===== src/rtl/lcpd_pkg.sv =====
`timescale 1ns / 1ps

package lcpd_pkg;

  localparam int MAX_ARGUMENTS = 32;
  localparam int BUFFER_BYTES  = 8192;
  localparam int QUEUE_DEPTH   = 4;

  localparam int LEN_W = 14;
  localparam int IDX_W = 6;

  localparam logic [LEN_W-1:0] SAT14 = {LEN_W{1'b1}};

  localparam logic [LEN_W-1:0] PAYLOAD_LIMIT_RST =
    (BUFFER_BYTES > 16383) ? SAT14 : LEN_W'(BUFFER_BYTES);
  localparam logic [LEN_W-1:0] LINE_LIMIT_RST =
    (BUFFER_BYTES - 1 > 16383) ? SAT14 : LEN_W'(BUFFER_BYTES - 1);

  localparam logic [7:0] CH_NL    = 8'h0A;
  localparam logic [7:0] CH_STAR  = 8'h2A;
  localparam logic [7:0] CH_COLON = 8'h3A;
  localparam logic [7:0] CH_DIG0  = 8'h30;
  localparam logic [7:0] CH_DIG9  = 8'h39;
  localparam logic [7:0] CH_NUL   = 8'h00;

  localparam logic [1:0] KIND_NAME    = 2'd0;
  localparam logic [1:0] KIND_ARG     = 2'd1;
  localparam logic [1:0] KIND_HDR_END = 2'd2;
  localparam logic [1:0] KIND_PAYLOAD = 2'd3;

  localparam logic [1:0] ERR_NONE     = 2'd0;
  localparam logic [1:0] ERR_LEN      = 2'd1;
  localparam logic [1:0] ERR_LINE     = 2'd2;

  localparam logic REG_PAYLOAD_LIMIT = 1'b0;
  localparam logic REG_LINE_LIMIT    = 1'b1;

  typedef enum logic [5:0] {
    PH_START   = 6'b000001,
    PH_LENGTH  = 6'b000010,
    PH_HEADER  = 6'b000100,
    PH_TAIL    = 6'b001000,
    PH_RESYNC  = 6'b010000,
    PH_PAYLOAD = 6'b100000
  } phase_t;

  // One classified byte as it travels from the front end to the parser.
  typedef struct packed {
    logic [7:0] data;
    logic       is_nl;
    logic       is_star;
    logic       is_colon;
    logic       is_digit;
    logic       is_nul;
  } cls_t;

  typedef struct packed {
    logic [LEN_W-1:0] payload_limit;
    logic [LEN_W-1:0] line_limit;
  } limits_t;

endpackage


===== src/rtl/lcpd_in_if.sv =====
`timescale 1ns / 1ps

interface lcpd_in_if;
  logic       valid;
  logic       ready;
  logic [7:0] in_byte;

  modport source (output valid, output in_byte, input ready);
  modport sink (input valid, input in_byte, output ready);
endinterface


===== src/rtl/lcpd_out_if.sv =====
`timescale 1ns / 1ps

interface lcpd_out_if;
  logic                        valid;
  logic                        ready;
  logic [7:0]                  out_byte;
  logic [1:0]                  token_kind;
  logic [lcpd_pkg::IDX_W-1:0]  arg_index;
  logic [lcpd_pkg::LEN_W-1:0]  payload_length;
  logic [lcpd_pkg::IDX_W-1:0]  arg_count;
  logic                        message_last;
  logic [1:0]                  error_code;

  modport source (output valid, output out_byte, output token_kind, output arg_index,
                  output payload_length, output arg_count, output message_last,
                  output error_code, input ready);
  modport sink (input valid, input out_byte, input token_kind, input arg_index,
                input payload_length, input arg_count, input message_last,
                input error_code, output ready);
endinterface


===== src/rtl/line_command_payload_deframer_top.sv =====
`timescale 1ns / 1ps
// Path: an accepted byte is written into the queue, then parsed and its result registered at the output.
// Throughput: one byte per cycle while the output is not stalled, set by the parser's per-byte state update.
// A short queue between the byte classifier and the parser absorbs output stalls.
// Reset (rst, synchronous, active high) empties the queue and output register, returns
// the parser to line start and loads both limit registers with their reset values.

module line_command_payload_deframer_top #(
  parameter int QUEUE_DEPTH = lcpd_pkg::QUEUE_DEPTH
) (
  input  logic        clk,
  input  logic        rst,
  lcpd_in_if.sink     src,
  lcpd_out_if.source  res,
  input  logic        psel,
  input  logic        penable,
  input  logic        pwrite,
  input  logic [2:0]  paddr,
  input  logic [31:0] pwdata,
  output logic [31:0] prdata,
  output logic        pready
);

  localparam int CLS_W = $bits(lcpd_pkg::cls_t);

  lcpd_pkg::limits_t limits;
  lcpd_pkg::cls_t    push_cls;
  lcpd_pkg::cls_t    head_cls;
  logic [CLS_W-1:0]  head_bits;
  logic              q_full;
  logic              q_empty;
  logic              q_push;
  logic              q_pop;
  logic              wr_en;

  assign pready = 1'b1;
  assign wr_en  = psel && penable && pwrite && (paddr[1:0] == 2'b00);

  always_ff @(posedge clk) begin
    if (rst) begin
      limits.payload_limit <= lcpd_pkg::PAYLOAD_LIMIT_RST;
      limits.line_limit    <= lcpd_pkg::LINE_LIMIT_RST;
    end else if (wr_en) begin
      if (paddr[2] == lcpd_pkg::REG_PAYLOAD_LIMIT) begin
        limits.payload_limit <= pwdata[lcpd_pkg::LEN_W-1:0];
      end else begin
        limits.line_limit <= pwdata[lcpd_pkg::LEN_W-1:0];
      end
    end
  end

  always_comb begin
    if (paddr[2] == lcpd_pkg::REG_LINE_LIMIT) begin
      prdata = {{(32 - lcpd_pkg::LEN_W){1'b0}}, limits.line_limit};
    end else begin
      prdata = {{(32 - lcpd_pkg::LEN_W){1'b0}}, limits.payload_limit};
    end
  end

  lcpd_front u_front (
    .src    (src),
    .q_full (q_full),
    .q_push (q_push),
    .q_data (push_cls)
  );

  lcpd_fifo #(
    .WIDTH (CLS_W),
    .DEPTH (QUEUE_DEPTH)
  ) u_fifo (
    .clk       (clk),
    .rst       (rst),
    .push      (q_push),
    .push_data (push_cls),
    .full      (q_full),
    .pop       (q_pop),
    .pop_data  (head_bits),
    .empty     (q_empty)
  );

  assign head_cls = lcpd_pkg::cls_t'(head_bits);

  lcpd_back u_back (
    .clk     (clk),
    .rst     (rst),
    .limits  (limits),
    .q_empty (q_empty),
    .q_data  (head_cls),
    .q_pop   (q_pop),
    .res     (res)
  );

endmodule


===== src/rtl/lcpd_fifo.sv =====
`timescale 1ns / 1ps

module lcpd_fifo #(
  parameter int WIDTH = 13,
  parameter int DEPTH = 4
) (
  input  logic             clk,
  input  logic             rst,
  input  logic             push,
  input  logic [WIDTH-1:0] push_data,
  output logic             full,
  input  logic             pop,
  output logic [WIDTH-1:0] pop_data,
  output logic             empty
);

  localparam int PTR_W = (DEPTH > 1) ? $clog2(DEPTH) : 1;
  localparam int CNT_W = $clog2(DEPTH + 1);

  logic [WIDTH-1:0] mem [DEPTH];
  logic [PTR_W-1:0] wr_ptr;
  logic [PTR_W-1:0] rd_ptr;
  logic [CNT_W-1:0] count;

  logic do_push;
  logic do_pop;

  assign full     = (count == CNT_W'(DEPTH));
  assign empty    = (count == '0);
  assign pop_data = mem[rd_ptr];
  assign do_push  = push && !full;
  assign do_pop   = pop && !empty;

  always_ff @(posedge clk) begin
    if (rst) begin
      wr_ptr <= '0;
      rd_ptr <= '0;
      count  <= '0;
    end else begin
      if (do_push) begin
        wr_ptr <= (wr_ptr == PTR_W'(DEPTH - 1)) ? '0 : wr_ptr + 1'b1;
      end
      if (do_pop) begin
        rd_ptr <= (rd_ptr == PTR_W'(DEPTH - 1)) ? '0 : rd_ptr + 1'b1;
      end
      if (do_push && !do_pop) begin
        count <= count + 1'b1;
      end else if (do_pop && !do_push) begin
        count <= count - 1'b1;
      end
    end
  end

  always_ff @(posedge clk) begin
    if (do_push) begin
      mem[wr_ptr] <= push_data;
    end
  end

endmodule


===== src/rtl/lcpd_front.sv =====
`timescale 1ns / 1ps

module lcpd_front (
  lcpd_in_if.sink              src,
  input  logic                 q_full,
  output logic                 q_push,
  output lcpd_pkg::cls_t       q_data
);

  assign src.ready = !q_full;
  assign q_push    = src.valid && !q_full;

  always_comb begin
    q_data.data     = src.in_byte;
    q_data.is_nl    = (src.in_byte == lcpd_pkg::CH_NL);
    q_data.is_star  = (src.in_byte == lcpd_pkg::CH_STAR);
    q_data.is_colon = (src.in_byte == lcpd_pkg::CH_COLON);
    q_data.is_digit = (src.in_byte >= lcpd_pkg::CH_DIG0) &&
                      (src.in_byte <= lcpd_pkg::CH_DIG9);
    q_data.is_nul   = (src.in_byte == lcpd_pkg::CH_NUL);
  end

endmodule


===== src/rtl/lcpd_back.sv =====
`timescale 1ns / 1ps

module lcpd_back (
  input  logic                 clk,
  input  logic                 rst,
  input  lcpd_pkg::limits_t    limits,
  input  logic                 q_empty,
  input  lcpd_pkg::cls_t       q_data,
  output logic                 q_pop,
  lcpd_out_if.source           res
);

  localparam int LEN_W = lcpd_pkg::LEN_W;
  localparam int IDX_W = lcpd_pkg::IDX_W;

  lcpd_pkg::phase_t  phase, phase_next;
  logic [LEN_W-1:0]  acc, acc_next;
  logic              ovf, ovf_next;
  logic [IDX_W-1:0]  argc, argc_next;
  logic [LEN_W-1:0]  lbc, lbc_next;
  logic [LEN_W-1:0]  rem, rem_next;

  logic              res_valid;
  logic              adv;

  logic              e_valid;
  logic [7:0]        e_byte;
  logic [1:0]        e_kind;
  logic [IDX_W-1:0]  e_idx;
  logic [LEN_W-1:0]  e_len;
  logic [IDX_W-1:0]  e_cnt;
  logic              e_last;
  logic [1:0]        e_err;

  logic              in_line;
  logic              first;
  logic              skip;
  logic              err_len;
  logic              last_hdr;
  lcpd_pkg::phase_t  ph_c;
  logic [LEN_W:0]    lbc_inc;
  logic [LEN_W+3:0]  acc_x10;

  // The parser takes the queue head whenever the output slot is free or draining.
  assign adv   = !q_empty && (!res_valid || res.ready);
  assign q_pop = adv;

  always_comb begin
    phase_next = phase;
    acc_next   = acc;
    ovf_next   = ovf;
    argc_next  = argc;
    lbc_next   = lbc;
    rem_next   = rem;
    e_valid    = 1'b0;
    e_byte     = '0;
    e_kind     = lcpd_pkg::KIND_NAME;
    e_idx      = '0;
    e_len      = '0;
    e_cnt      = '0;
    e_last     = 1'b0;
    e_err      = lcpd_pkg::ERR_NONE;
    skip       = 1'b0;
    in_line    = (phase == lcpd_pkg::PH_LENGTH) || (phase == lcpd_pkg::PH_HEADER) ||
                 (phase == lcpd_pkg::PH_TAIL);
    first      = !in_line;
    ph_c       = in_line ? phase : lcpd_pkg::PH_HEADER;
    lbc_inc    = (in_line ? {1'b0, lbc} : '0) + 1'b1;
    acc_x10    = {4'b0, acc} * (LEN_W + 4)'(10) + {(LEN_W)'(0), q_data.data[3:0]};
    err_len    = ovf || (acc > limits.payload_limit);
    last_hdr   = err_len || (acc == '0);

    if (phase == lcpd_pkg::PH_PAYLOAD && rem != '0) begin
      e_valid  = 1'b1;
      e_byte   = q_data.data;
      e_kind   = lcpd_pkg::KIND_PAYLOAD;
      e_last   = (rem == LEN_W'(1));
      rem_next = rem - 1'b1;
      if (rem == LEN_W'(1)) begin
        phase_next = lcpd_pkg::PH_START;
      end
    end else if (phase == lcpd_pkg::PH_RESYNC) begin
      if (q_data.is_nl) begin
        phase_next = lcpd_pkg::PH_START;
      end
    end else if (!in_line && q_data.is_nl) begin
      // Blank lines between messages are dropped.
      phase_next = lcpd_pkg::PH_START;
    end else if (q_data.is_nl) begin
      // A newline here always closes a line already in progress.
      e_valid = 1'b1;
      e_kind  = lcpd_pkg::KIND_HDR_END;
      e_len   = acc;
      e_cnt   = argc;
      e_last  = last_hdr;
      e_err   = err_len ? lcpd_pkg::ERR_LEN : lcpd_pkg::ERR_NONE;
      if (last_hdr) begin
        phase_next = lcpd_pkg::PH_START;
      end else begin
        rem_next   = acc;
        phase_next = lcpd_pkg::PH_PAYLOAD;
      end
    end else begin
      if (first) begin
        acc_next  = '0;
        ovf_next  = 1'b0;
        argc_next = '0;
        lbc_next  = '0;
      end
      if (lbc_inc > {1'b0, limits.line_limit}) begin
        e_valid    = 1'b1;
        e_kind     = lcpd_pkg::KIND_HDR_END;
        e_len      = first ? '0 : acc;
        e_cnt      = first ? '0 : argc;
        e_last     = 1'b1;
        e_err      = lcpd_pkg::ERR_LINE;
        phase_next = lcpd_pkg::PH_RESYNC;
      end else begin
        lbc_next = lbc_inc[LEN_W-1:0];
        if (first && q_data.is_star) begin
          phase_next = lcpd_pkg::PH_LENGTH;
        end else begin
          if (ph_c == lcpd_pkg::PH_LENGTH) begin
            if (q_data.is_digit) begin
              skip = 1'b1;
              if (ovf || acc_x10 > {4'b0, lcpd_pkg::SAT14}) begin
                acc_next = lcpd_pkg::SAT14;
                ovf_next = 1'b1;
              end else begin
                acc_next = acc_x10[LEN_W-1:0];
              end
            end else begin
              ph_c = lcpd_pkg::PH_HEADER;
              skip = q_data.is_colon;
            end
          end
          if (!skip && ph_c != lcpd_pkg::PH_TAIL) begin
            if (q_data.is_nul) begin
              ph_c = lcpd_pkg::PH_TAIL;
            end else if (q_data.is_colon &&
                         argc_next < IDX_W'(lcpd_pkg::MAX_ARGUMENTS)) begin
              argc_next = argc_next + 1'b1;
            end else begin
              e_valid = 1'b1;
              e_byte  = q_data.data;
              e_kind  = (argc_next != '0) ? lcpd_pkg::KIND_ARG : lcpd_pkg::KIND_NAME;
              e_idx   = argc_next;
            end
          end
          phase_next = ph_c;
        end
      end
    end
  end

  always_ff @(posedge clk) begin
    if (rst) begin
      phase     <= lcpd_pkg::PH_START;
      acc       <= '0;
      ovf       <= 1'b0;
      argc      <= '0;
      lbc       <= '0;
      rem       <= '0;
      res_valid <= 1'b0;
    end else begin
      // Advancing implies any held transaction is taken at this edge.
      res_valid <= adv ? e_valid : (res_valid && !res.ready);
      if (adv) begin
        phase <= phase_next;
        acc   <= acc_next;
        ovf   <= ovf_next;
        argc  <= argc_next;
        lbc   <= lbc_next;
        rem   <= rem_next;
      end
    end
  end

  always_ff @(posedge clk) begin
    if (adv && e_valid) begin
      res.out_byte       <= e_byte;
      res.token_kind     <= e_kind;
      res.arg_index      <= e_idx;
      res.payload_length <= e_len;
      res.arg_count      <= e_cnt;
      res.message_last   <= e_last;
      res.error_code     <= e_err;
    end
  end

  assign res.valid = res_valid;

endmodule

===== src/flat_wrapper.sv =====
// flat-port wrapper written by rule: the top's interface ports become plain ports
module line_command_payload_deframer_top_flat 
#(
  parameter int QUEUE_DEPTH = lcpd_pkg::QUEUE_DEPTH
)
  (clk, rst, psel, penable, pwrite, paddr, pwdata, prdata, pready, src_valid, src_in_byte, src_ready, res_valid, res_out_byte, res_token_kind, res_arg_index, res_payload_length, res_arg_count, res_message_last, res_error_code, res_ready);
  lcpd_in_if src_i ();
  lcpd_out_if res_i ();
  input  logic clk;
  input  logic rst;
  input  logic psel;
  input  logic penable;
  input  logic pwrite;
  input  logic [2:0] paddr;
  input  logic [31:0] pwdata;
  output logic [31:0] prdata;
  output logic pready;
  input wire logic [$bits(src_i.valid)-1:0] src_valid;
  input wire logic [$bits(src_i.in_byte)-1:0] src_in_byte;
  output wire logic [$bits(src_i.ready)-1:0] src_ready;
  output wire logic [$bits(res_i.valid)-1:0] res_valid;
  output wire logic [$bits(res_i.out_byte)-1:0] res_out_byte;
  output wire logic [$bits(res_i.token_kind)-1:0] res_token_kind;
  output wire logic [$bits(res_i.arg_index)-1:0] res_arg_index;
  output wire logic [$bits(res_i.payload_length)-1:0] res_payload_length;
  output wire logic [$bits(res_i.arg_count)-1:0] res_arg_count;
  output wire logic [$bits(res_i.message_last)-1:0] res_message_last;
  output wire logic [$bits(res_i.error_code)-1:0] res_error_code;
  input wire logic [$bits(res_i.ready)-1:0] res_ready;
  assign src_i.valid = src_valid;
  assign src_i.in_byte = src_in_byte;
  assign src_ready = src_i.ready;
  assign res_valid = res_i.valid;
  assign res_out_byte = res_i.out_byte;
  assign res_token_kind = res_i.token_kind;
  assign res_arg_index = res_i.arg_index;
  assign res_payload_length = res_i.payload_length;
  assign res_arg_count = res_i.arg_count;
  assign res_message_last = res_i.message_last;
  assign res_error_code = res_i.error_code;
  assign res_i.ready = res_ready;
  line_command_payload_deframer_top #(.QUEUE_DEPTH(QUEUE_DEPTH)) u_core (.clk(clk), .rst(rst), .src(src_i), .res(res_i), .psel(psel), .penable(penable), .pwrite(pwrite), .paddr(paddr), .pwdata(pwdata), .prdata(prdata), .pready(pready));
endmodule

===== config.mk =====
export PLATFORM = sky130hd
export DESIGN_NAME = line_command_payload_deframer_top_flat
export DESIGN_NICKNAME = d
export VERILOG_FILES = /design/src/rtl/lcpd_pkg.sv /design/src/rtl/lcpd_in_if.sv /design/src/rtl/lcpd_out_if.sv /design/src/rtl/line_command_payload_deframer_top.sv /design/src/rtl/lcpd_fifo.sv /design/src/rtl/lcpd_front.sv /design/src/rtl/lcpd_back.sv /design/src/flat_wrapper.sv
export SDC_FILE = /design/constraint.sdc
export NUM_CORES = 1
export LEC_CHECK = 0
export BUFFER_PORTS_ARGS = -buffer_cell sky130_fd_sc_hd__buf_2
export CORE_MARGIN = 2
export CORE_UTILIZATION = 35
export CTS_CLUSTER_SIZE = 24
export DETAILED_ROUTE_END_ITERATION = 16
export GPL_TIMING_DRIVEN = 0
export PLACE_DENSITY_LB_ADDON = 0.15
export SYNTH_ARGS = -nofsm -noshare
export SYNTH_HDL_FRONTEND = slang
export SYNTH_SLANG_ARGS = --single-unit

===== constraint.sdc =====
create_clock -name clk -period 8.9 [get_ports clk]
set_input_delay 0.445 -clock clk [delete_from_list [all_inputs] [get_ports clk]]
set_output_delay 0.445 -clock clk [all_outputs]
set_load 0.005 [all_outputs]

==> results.tsv, run 1 <==
stage	metric	value	unit
logic_synthesis	Yosys Warn Count	0	
power	VDD IR max	0.133	mV
logic_synthesis	prevailing post-synth register cell	dfxtp_1	
logic_synthesis	Synth Area in XOR/XNOR	2.57	%
power	pwr dens	219	nW/um^2
global_route	initial antenna violation count	1	
setup_path	critical path class	flip-flop to flip-flop	
clock_tree	CTS tree	done	
logic_synthesis	mean post-synth cell area	9.60	um^2
clock_tree	Clock Latency Late Sink	0.45	ns
detailed_routing	Initial DRC Count	501	
cells_and_area	Register Area	4590	um^2
logic_synthesis	synthesized cell area	10200	um^2
clock_tree	TritonCTS buffer count	17	
logic_synthesis	Synth Register Bits	184	
hold_path	Hold Crit Class	input port to flip-flop	
setup_path	worst path required time	9.09	ns
logic_synthesis	main combinational cell family by area after synthesis	simple AND/OR/NAND/NOR gates	
setup_path	worst-path maximum fanout	23	
detailed_routing	via count	8285	
sta	minimum clock period	6.72	ns
detailed_routing	met3 wire length	1390	um
clock_tree	CTS clock-pin slew for the worst setup and hold paths	0.08	ns
setup_path	worst r2r src	u_core.u_back.phase[1]	
hold_path	Endpoint, Worst Hold	u_core.limits[10]	
die	die footprint	30600	um^2
setup_path	max incr delay on CP	0.65	ns
clock_tree	Root Buffer	clkbuf_16	
detailed_routing	routed wl met2	12900	um
placed_design	Placer Congestion	0.867	
global_route	number of global-route vias before repair	7766	
detailed_routing	First-pass DRT Iterations	5	
sta	Tightest Pin Transition	1.01	ns
placed_design	DP Wirelength	20800	um
logic_synthesis	Post-synth EDFFs	91	
logic_synthesis	share of Yosys cell area claimed by the top area cell type	26.7	%
sta	final setup fails	0	
setup_path	Startpoint Class	flip-flop	
detailed_routing	final wirelength	28200	um
logic_synthesis	Simple-Gate Fraction of Synth Area	19.4	%
die	Die Width	175	um
logic_synthesis	asr flop ratio synth	0	%
logic_synthesis	sequential share of the synthesized area	44.9	%
die	Starting Density	35.6	%
job	max-cap violations	0	
setup_path	Slowest cell on crit path	o21ai_0	
setup_path	CP dominant cell by count	clkbuf_1	
setup_path	worst r2r path cells	21	
logic_synthesis	largest cells by area after synthesis	edfxtp_1 27%, dfxtp_1 18%, ha_1 8.2%	
logic_synthesis	Yosys top cell by area	edfxtp_1	
setup_path	RR Endpoint	u_core.u_back.res.arg_count[4]	
detailed_routing	WL/cell	17.8	um
logic_synthesis	Post-Synthesis Cells	1066	
cells_and_area	area of the multi-input gates	5180	um^2
clock_tree	H-tree levels	4	
sta	Setup TNS	0	ns
sta	Hold Violations, Final	0	
cells_and_area	layout cells sized above 1	14.8	%
die	Core ar.	28800	um^2
placed_design	I/O Buffers	86	
setup_path	crit path DAT	6.91	ns
global_route	first-pass GRT wire length	43600	um
power	total power	0.00259	W
global_route	largest net degree at the start of global routing	24	
clock_tree	hold buffer count at CTS	0	
cells_and_area	# nets final	1309	
clock_tree	post-CTS sizing	0	
clock_tree	maximum clock path buffer count	2	
die	Vert. Die Dim	175	um
detailed_routing	Via-to-Cell Ratio	5.22	
global_route	GRT Resource Usage Total	18.5	%
setup_path	FF-to-FF setup slack	2.18	ns
logic_synthesis	most frequent cell after synthesis	nor2_1	
cells_and_area	# diodes	0	
hold_path	Hold Crit Start	pwdata[10]	
sta	RSZ-0062 raised after global routing	false	
detailed_routing	highest metal used	met4	
die	Ports	124	
sta	period utilization	75.5	%
hold_path	Hold Path Stages	2	
sta	f_max	149	MHz
cells_and_area	Layout fillers	2910	
setup_path	Worst Setup End Kind	flip-flop	
clock_tree	Setup Buffers After CTS	0	
cells_and_area	Area growth, synth to finish	15.5	%
global_route	grt total ovfl	0	
logic_synthesis	synthesized-area fraction occupied by adder cells	8.78	%
die	num rows	62	
logic_synthesis	compound-cell area share of the yosys netlist	14.5	%
clock_tree	Clock Sinks	184	
logic_synthesis	top post-synthesis cells by count	115 x nor2_1, 107 x nand2_1, 93 x dfxtp_1, 91 x edfxtp_1, 67 x ha_1	
status	status	completed	
sta	Slew Viols, Final	0	
detailed_routing	Post-Route M1 WL	13400	um
detailed_routing	Final ANT Viol Nets	0	
logic_synthesis	distinct cell type count after synthesis	78	
power	leakage	4.84	nW
setup_path	chain of cells forming the critical path	nor3b_1 > o21a_1 > clkbuf_1 > clkbuf_1 > and2_1 > ha_1 > and3_1 > nand4_1 > xor2_1 > nor2_1 > ha_1 > nand2_1 > nor2_1 > a211oi_1 > o211ai_1 > a21oi_1 > clkbuf_1 > a32oi_1 > o21ai_0 > inv_2 > buf_12	
sta	max_slew headroom	32.2	%
logic_synthesis	multiplexer share of the synthesized area	4.74	%
sta	clock skew	0.0162	ns
detailed_routing	drc violations	0	
## per-layer routing
layer | GRT usage [%] | vias to the layer above
li1 | - | 4095
met1 | 25.8 | 3921
met2 | 29.8 | 228
met5 | 0 | -
met3 | 2.50 | 41
met4 | 6.01 | 0
## how the worst max path moves through the flow
stage,from,endpoint,cells past startpoint
2_1_floorplan,u_core.u_back.phase[1],u_core.u_back.res.arg_count[0],20
3_3_place_gp,u_core.u_back.phase[0],u_core.u_back.res.payload_length[7],20
3_5_place_dp,u_core.u_back.phase[1],u_core.u_back.res.payload_length[11],21
4_1_cts,u_core.u_back.phase[1],u_core.u_back.res.payload_length[11],21
5_1_grt,u_core.u_back.phase[1],u_core.u_back.res.payload_length[11],21
6_report,u_core.u_back.phase[1],u_core.u_back.res.arg_count[4],21
## worst max-delay path: cells and delay by family (launching register included)
kind | cells | cell delay [ns]
buffers and inverters | 5 | 2.09
AOI/OAI and AO/OA | 6 | 1.85
and+or+nand+nor | 7 | 1.34
adders and majority gates | 2 | 0.56
DFF | 1 | 0.43
xor gates and xnor gates | 1 | 0.16
## layout by cell type, fill, tap and decap left out, types with 5 or more instances in the layout
master / instances
nand2_1: 107
nor2_1: 115
nand2b_1: 10
inv_1: 47
inv_8: 5
o21a_1: 6
o21ai_0: 63
buf_4: 19
conb_1: 19
or3_1: 8
dfxtp_1: 93
a21o_1: 11
xor2_1: 17
xnor2_1: 13
nor2b_1: 13
a211o_1: 16
nor4_1: 7
nand4_1: 16
nand3_1: 33
buf_2: 90
a31oi_1: 5
edfxtp_1: 91
o211ai_1: 9
o22ai_1: 7
clkbuf_1: 37
a211oi_2: 6
and3_1: 39
and2_1: 13
mux4_2: 13
nor3_1: 18
a21oi_1: 64
clkbuf_16: 17
inv_6: 5
buf_1: 6
mux2i_1: 17
ha_1: 67
## cell families (layout without fill, tap and decap cells)
family                     after synthesis  in the layout
and+or+nand+nor                        406            406
DFF                                    184            184
xor gates and xnor gates                30             30
other                                    2             19
AOI/OAI and AO/OA                      226            226
buffers and inverters                  116            235
adders and majority gates               70             70
muxes                                   32             32
## through the flow
| step | instance area [um^2] | hold slack (ns) | worst slack (ns) | std cells | utilization [%] |
|---|---|---|---|---|---|
| 6_report | 11800 | 0.210 | 2.18 | 1586 | 41.1 |
| 5_1_grt | 11800 | 0.211 | 1.61 | 1586 | 41.1 |
| 4_1_cts | 11800 | 0.204 | 2.25 | 1586 | 41.1 |
| 3_5_place_dp | 11200 | 0.469 | 2.27 | 1554 | 39.0 |
| 3_3_place_gp | 11200 | 0.466 | 1.73 | 1553 | 38.9 |
| 2_1_floorplan | 10300 | 0.443 | 4.14 | 1083 | - |
## state kept, by name (all words and copies together) (netlist names), 6 cells and up, named ones only
signal	flops
u_core.u_back.res.arg_count	6
u_core.u_fifo.mem	52
u_core.u_back.argc	6
u_core.u_back.res.out_byte	8
u_core.u_back.acc	14
u_core.u_back.res.payload_length	14
u_core.u_back.lbc	14
u_core.u_back.rem	14
u_core.u_back.res.arg_index	6
u_core.u_back.phase	6
u_core.limits	28
## power by group
group,total (W),internal [W],switching [W]
clock,0.000771,0.000379,0.000391
combinational,0.000731,0.000254,0.000476
sequential,0.00109,0.00103,0.0000527
## layout make-up
type                       instances  area share [%]
multi-input combinational        783            43.9
sequential                       184            38.9
tap                              384            4.07
timing repair buffer              87            3.81
clock buffer                      17            3.60
buffer                            67            2.84
inverter                          49            1.56
clock inverter                    15            1.40
No activity file was read; power rests on OpenSTA's default activity.
==> run 2: changes to the inputs <==
- clock period: 8.9 -> 7.05 ns (I/O delays scaled with it)
==> run 2 against run 1 <==
- first-iteration DRC count increased by 4.6%
- combinational power increased by 26%
- via count about the same
- count of clock-buffer cells in the layout is the same
- critical endpoint is now u_core.u_back.res.error_code[0]
- routed wire length up 0.28%
- maximum frequency grew 6.2%
- final area is the same
- sequential cell count is the same
- sequential power rose by 26%
- setup slack got worse by 1.5 ns
- power increased by 26%
- die area did not move
==> results.tsv, run 2 (synthesized netlist as in run 1, its figures left out) <==
stage	metric	value	unit	change
setup_path	Slowest cell on crit path	a21oi_1		
detailed_routing	final wirelength	28300	um	+0.28%
cells_and_area	biggest regs	u_core.u_fifo.mem (52), u_core.limits (28)		
die	num rows	62		unchanged
setup_path	crit path DAT	6.53	ns	-0.38 ns
sta	Fin Hold WS	0.117	ns	-0.0932 ns
clock_tree	CTS tree	done		
cells_and_area	area of the multi-input gates	5180	um^2	unchanged
sta	f_max	158	MHz	+6.2%
setup_path	worst-path maximum fanout	23		unchanged
cells_and_area	Largest Register	u_core.u_fifo.mem		
detailed_routing	First-pass DRT Iterations	5		unchanged
cells_and_area	Layout fillers	2910		unchanged
clock_tree	CTS clock-pin slew for the worst setup and hold paths	0.08	ns	about the same
detailed_routing	Final ANT Viol Nets	0		unchanged
global_route	largest net degree at the start of global routing	24		unchanged
clock_tree	TritonCTS buffer count	17		unchanged
sta	clock skew	0.0167	ns	+0.000481 ns
setup_path	RR Endpoint	u_core.u_back.res.error_code[0]		
setup_path	CP dominant cell by count	clkbuf_1		
job	max-cap violations	0		unchanged
cells_and_area	Post-Layout Cell Count	1586		unchanged
detailed_routing	Initial DRC Count	524		+4.6%
die	Die Width	175	um	unchanged
sta	Hold Violations, Final	0		unchanged
setup_path	Crit path depth	21		unchanged
die	Vert. Die Dim	175	um	unchanged
setup_path	critical path class	flip-flop to flip-flop		
hold_path	Hold Crit Class	input port to flip-flop		
sta	Slew Viols, Final	0		unchanged
hold_path	Endpoint, Worst Hold	u_core.limits[10]		
detailed_routing	WL/cell	17.8	um	+0.28%
cells_and_area	Area growth, synth to finish	15.5	%	unchanged
die	Ports	124		unchanged
setup_path	worst r2r src	u_core.u_back.phase[1]		
setup_path	Startpoint Class	flip-flop		
sta	RSZ-0062 raised after global routing	false		
global_route	initial antenna violation count	0		-1
placed_design	placed cells	1554		unchanged
clock_tree	hold buffer count at CTS	0		unchanged
die	Core ar.	28800	um^2	unchanged
setup_path	Buf/Inv on CP	5		unchanged
setup_path	max incr delay on CP	0.51	ns	-0.14 ns
setup_path	FF-to-FF setup slack	0.72	ns	-1.46 ns
setup_path	worst r2r path cells	21		unchanged
hold_path	Hold Crit Start	pwdata[10]		
detailed_routing	Via-to-Cell Ratio	5.23		about the same
sta	period utilization	89.8	%	+14 points
clock_tree	maximum clock path buffer count	2		unchanged
sta	max_slew headroom	32.8	%	+0.60 points
global_route	grt total ovfl	0		unchanged
sta	final setup fails	0		unchanged
cells_and_area	# nets final	1309		unchanged
power	leakage	4.84	nW	about the same
clock_tree	Root Buffer	clkbuf_16		
global_route	number of global-route vias before repair	7766		unchanged
clock_tree	H-tree levels	4		unchanged
cells_and_area	# diodes	0		unchanged
global_route	GRT Resource Usage Total	18.5	%	unchanged
cells_and_area	max reg flops	52		unchanged
die	Starting Density	35.6	%	unchanged
cells_and_area	Register Area	4590	um^2	unchanged
power	pwr dens	277	nW/um^2	+26%
cells_and_area	layout cells sized above 1	14.8	%	unchanged
power	VDD IR max	0.170	mV	+27%
hold_path	Hold Path Stages	2		unchanged
clock_tree	Clock Sinks	184		unchanged
setup_path	Worst Setup End Kind	flip-flop		
detailed_routing	via count	8291		+0.072%
cells_and_area	commonest non-fill, non-tap cell in the layout	nor2_1		
setup_path	worst path required time	7.25	ns	-1.84 ns
placed_design	DP Wirelength	20800	um	unchanged
placed_design	Placer Congestion	0.867		unchanged
die	die footprint	30600	um^2	unchanged
status	status	completed		
setup_path	chain of cells forming the critical path	nor3b_1 > o21a_1 > clkbuf_1 > clkbuf_1 > and2_1 > ha_1 > and3_1 > nand4_1 > xor2_1 > nor2_1 > ha_1 > nand2_1 > nor2_1 > a211oi_1 > o211ai_1 > a21oi_1 > clkbuf_1 > a32oi_1 > o21ai_1 > inv_2 > buf_12		
placed_design	I/O Buffers	86		unchanged
cells_and_area	most frequent cells in the layout	115 x nor2_1, 107 x nand2_1, 93 x dfxtp_1		
clock_tree	Setup Buffers After CTS	0		unchanged
sta	Tightest Pin Transition	1.00	ns	-0.00904 ns
sta	minimum clock period	6.33	ns	-0.391 ns
setup_path	Crit path max-delay family	buffers and inverters		
detailed_routing	drc violations	0		unchanged
clock_tree	Clock Latency Late Sink	0.45	ns	about the same
global_route	first-pass GRT wire length	43600	um	unchanged
[run 2: metrics by stage]
| stage | worst slack (ns) | instance area [um^2] | TNS [ns] | utilization, % | total power, W |
|---|---|---|---|---|---|
| finish | 0.719 | 11800 | 0 | 41.1 | 0.00327 |
| global route | 0.0638 | 11800 | 0 | 41.1 | 0.00343 |
| CTS | 0.398 | 11800 | 0 | 41.1 | 0.00329 |
| detailed placement | 0.419 | 11200 | 0 | 39.0 | 0.00232 |
| global placement | -0.124 | 11200 | -4.72 | 38.9 | 0.00231 |
| floorplan | 2.29 | 10300 | 0 | - | 0.00195 |
[run 2: what timing repair did]
item                                    4_1_cts  5_1_grt
hold endpoints to repair                      0        0
endpoints found under the setup margin        0       39
gates resized for setup                       0        1
[run 2: metal layers]
layer	up-vias	track usage, %	part of all wire, %
li1	4087	-	-
met1	3941	25.8	48
met4	0	6.01	1.9
met5	-	0	0
met3	39	2.50	4.5
met2	224	29.8	46
[run 2: where the power goes]
| part | switching [W] | internal [W] |
|---|---|---|
| Combinational | 0.000603 | 0.000321 |
| Clock | 0.000495 | 0.000479 |
| Sequential | 0.0000665 | 0.00131 |
| Total | 0.00116 | 0.00211 |
[run 2: cell type report]
cell class,instances,area share [%]
Inverter,49,1.56
Buffer,67,2.84
Clock inverter,15,1.40
Sequential cell,184,38.9
Clock buffer,17,3.60
Timing Repair Buffer,87,3.81
Tap cell,384,4.07
Multi-Input combinational cell,783,43.9
[run 2: worst max-delay path by stage]
stage | start | end | slack, ns
after global routing | u_core.u_back.phase[1] | u_core.u_back.res.payload_length[11] | 0.06
after global placement | u_core.u_back.phase[0] | u_core.u_back.res.payload_length[7] | -0.12
final | u_core.u_back.phase[1] | u_core.u_back.res.error_code[0] | 0.72
after floorplan | u_core.u_back.phase[1] | u_core.u_back.res.arg_count[0] | 2.29
after detailed placement | u_core.u_back.phase[1] | u_core.u_back.res.payload_length[11] | 0.42
after CTS | u_core.u_back.phase[1] | u_core.u_back.res.payload_length[11] | 0.40
==> run 3: changes to the inputs <==
- CORE_MARGIN: 2 -> default
- clock period: 7.05 -> 5.8 ns (I/O delays scaled with it)
==> run 3 against run 2 <==
- setup slack got worse by 0.20 ns
- count of clock-buffer cells in the layout did not move
- critical path depth fell by 1
- routed wire length fell by 0.95%
- power is 22% higher
- critical path type unchanged
- highest routed layer unchanged
==> results.tsv, run 3 (synthesized netlist as in run 1, its figures left out) <==
stage	metric	value	unit	change
job	max-cap violations	0		unchanged
cells_and_area	# nets final	1308		-0.076%
detailed_routing	drc violations	0		unchanged
detailed_routing	First-pass DRT Iterations	5		unchanged
die	num rows	62		unchanged
detailed_routing	Initial DRC Count	601		+15%
hold_path	Hold Crit Class	input port to flip-flop		
clock_tree	Clock Sinks	184		unchanged
clock_tree	CTS clock-pin slew for the worst setup and hold paths	0.08	ns	about the same
power	pwr dens	337	nW/um^2	+22%
global_route	number of global-route vias before repair	7874		+1.4%
setup_path	crit path DAT	5.45	ns	-1.08 ns
setup_path	max incr delay on CP	0.37	ns	-0.14 ns
setup_path	worst path required time	5.98	ns	-1.27 ns
global_route	grt total ovfl	0		unchanged
clock_tree	maximum clock path buffer count	2		unchanged
cells_and_area	Area growth, synth to finish	15.9	%	
clock_tree	CTS tree	done		
setup_path	Slowest cell on crit path	dfxtp_1		
power	leakage	4.86	nW	+0.45%
detailed_routing	Via-to-Cell Ratio	5.15		-1.5%
detailed_routing	final wirelength	28000	um	-0.95%
setup_path	worst-path maximum fanout	31		+35%
setup_path	Startpoint Class	flip-flop		
setup_path	Worst Setup End Kind	flip-flop		
global_route	initial antenna violation count	0		unchanged
global_route	largest net degree at the start of global routing	32		+33%
sta	Hold Violations, Final	0		unchanged
clock_tree	Root Buffer	clkbuf_16		
placed_design	I/O Buffers	86		unchanged
die	die footprint	29900	um^2	-2.3%
cells_and_area	max reg flops	52		unchanged
cells_and_area	layout cells sized above 1	15.4	%	+0.60 points
setup_path	critical path class	flip-flop to flip-flop		
die	Ports	124		unchanged
clock_tree	TritonCTS buffer count	17		unchanged
cells_and_area	most frequent cells in the layout	114 x nor2_1, 107 x nand2_1, 93 x dfxtp_1		
cells_and_area	commonest non-fill, non-tap cell in the layout	nor2_1		
cells_and_area	Largest Register	u_core.u_fifo.mem		
detailed_routing	WL/cell	17.7	um	-0.89%
clock_tree	Clock Latency Late Sink	0.44	ns	about the same
placed_design	placed cells	1554		unchanged
die	Core ar.	28700	um^2	-0.27%
setup_path	Buf/Inv on CP	4		-1
detailed_routing	Final ANT Viol Nets	0		unchanged
setup_path	chain of cells forming the critical path	nor3_1 > o21a_2 > clkbuf_2 > and2_1 > ha_1 > and3_1 > nand2_1 > xor2_1 > nor2_1 > ha_1 > a21oi_1 > nor2_1 > a211oi_1 > o211ai_1 > a21oi_2 > clkbuf_2 > a32oi_1 > o21ai_2 > inv_2 > buf_12		
global_route	GRT Resource Usage Total	19.0	%	+0.49 points
cells_and_area	Post-Layout Cell Count	1585		-0.063%
setup_path	Crit path max-delay family	compound AO/OA/AOI/OAI gates		
sta	period utilization	91.0	%	+1.2 points
cells_and_area	biggest regs	u_core.u_fifo.mem (52), u_core.limits (28)		
sta	f_max	190	MHz	+20%
sta	Slew Viols, Final	0		unchanged
sta	Tightest Pin Transition	0.882	ns	-0.123 ns
cells_and_area	# diodes	0		unchanged
placed_design	Placer Congestion	0.871		+0.55%
detailed_routing	via count	8159		-1.6%
die	Starting Density	35.7	%	+0.096 points
sta	max_slew headroom	41.2	%	+8.4 points
die	Vert. Die Dim	173	um	-1.1%
sta	minimum clock period	5.28	ns	-1.05 ns
die	Die Width	173	um	-1.1%
status	status	completed		
power	VDD IR max	0.191	mV	+12%
power	total power	0.00400	W	+22%
sta	final setup fails	0		unchanged
global_route	first-pass GRT wire length	43900	um	+0.65%
placed_design	DP Wirelength	20700	um	-0.30%
sta	RSZ-0062 raised after global routing	false		
clock_tree	H-tree levels	4		unchanged
sta	clock skew	0.0151	ns	-0.00164 ns
[run 3: worst register-to-register path, stage by stage (launching register included)]
cell and delay (ns):
dfxtp_1 0.37, nor3_1 0.36, o21a_2 0.37, clkbuf_2 0.29, and2_1 0.22, ha_1 0.25
and3_1 0.27, nand2_1 0.09, xor2_1 0.14, nor2_1 0.20, ha_1 0.29, a21oi_1 0.14
nor2_1 0.06, a211oi_1 0.22, o211ai_1 0.15, a21oi_2 0.36, clkbuf_2 0.31, a32oi_1 0.14
o21ai_2 0.30, inv_2 0.23, buf_12 0.22
[run 3: path summary, 6_finish.rpt]
kind         cells past startpoint                                  end  slack (ns)                    from
max                             20  u_core.u_back.res.payload_length[4]        0.52  u_core.u_back.phase[0]
min                              2                     u_core.limits[8]        0.07               pwdata[8]
max reg2reg                     20  u_core.u_back.res.payload_length[4]        0.52  u_core.u_back.phase[0]
min reg2reg                      2                u_core.u_back.rem[11]        0.48   u_core.u_back.rem[11]
[run 3: stage by stage]
stage	cell area [um^2]	util, %	setup WS, ns	TNS [ns]	hold slack, ns
final	11900	41.3	0.523	0	0.0687
after detailed placement	11200	39.1	-0.714	-26.49	0.467
after global placement	11200	39.0	-1.37	-53.35	0.464
after CTS	11900	41.3	0.132	0	0.0489
after global routing	11900	41.3	0.0313	0	0.0515
after floorplan	10300	-	1.04	0	0.389
[run 3: layout make-up]
cell class              instances  area, um^2
flip-flops and latches        184        4590
repair buffers                 87         450
multi-input cells             783        5200
clock inverters                15         194
well taps                     384         480
fillers                      2898       16800
inverters                      49         184
clock buffers                  17         425
plain buffers                  66         334
[run 3: timing repair]
| action | CTS | global route |
|---|---|---|
| setup buffers | 0 | 0 |
| hold buffers | 0 | 0 |
| resized for setup | 4 | 4 |
| endpoints found under the setup margin | 58 | 52 |
[run 3: routing by layer]
metal  part of all wire (%)  track usage [%]  routed length [um]  vias up
met5                      0                0                   0        -
met2                     46             30.9               13000      209
li1                       -                -                   -     4073
met4                    1.4             5.31                 390        0
met3                    4.7             3.19                1330       28
met1                     47             26.1               13300     3849
[run 3: where the power goes]
group / leakage (nW) / switching (W) / internal [W]
clock network: 0.297 / 0.000592 / 0.000624
logic: 2.94 / 0.000727 / 0.000393
registers: 1.63 / 0.0000807 / 0.00159
total: 4.86 / 0.00140 / 0.00260
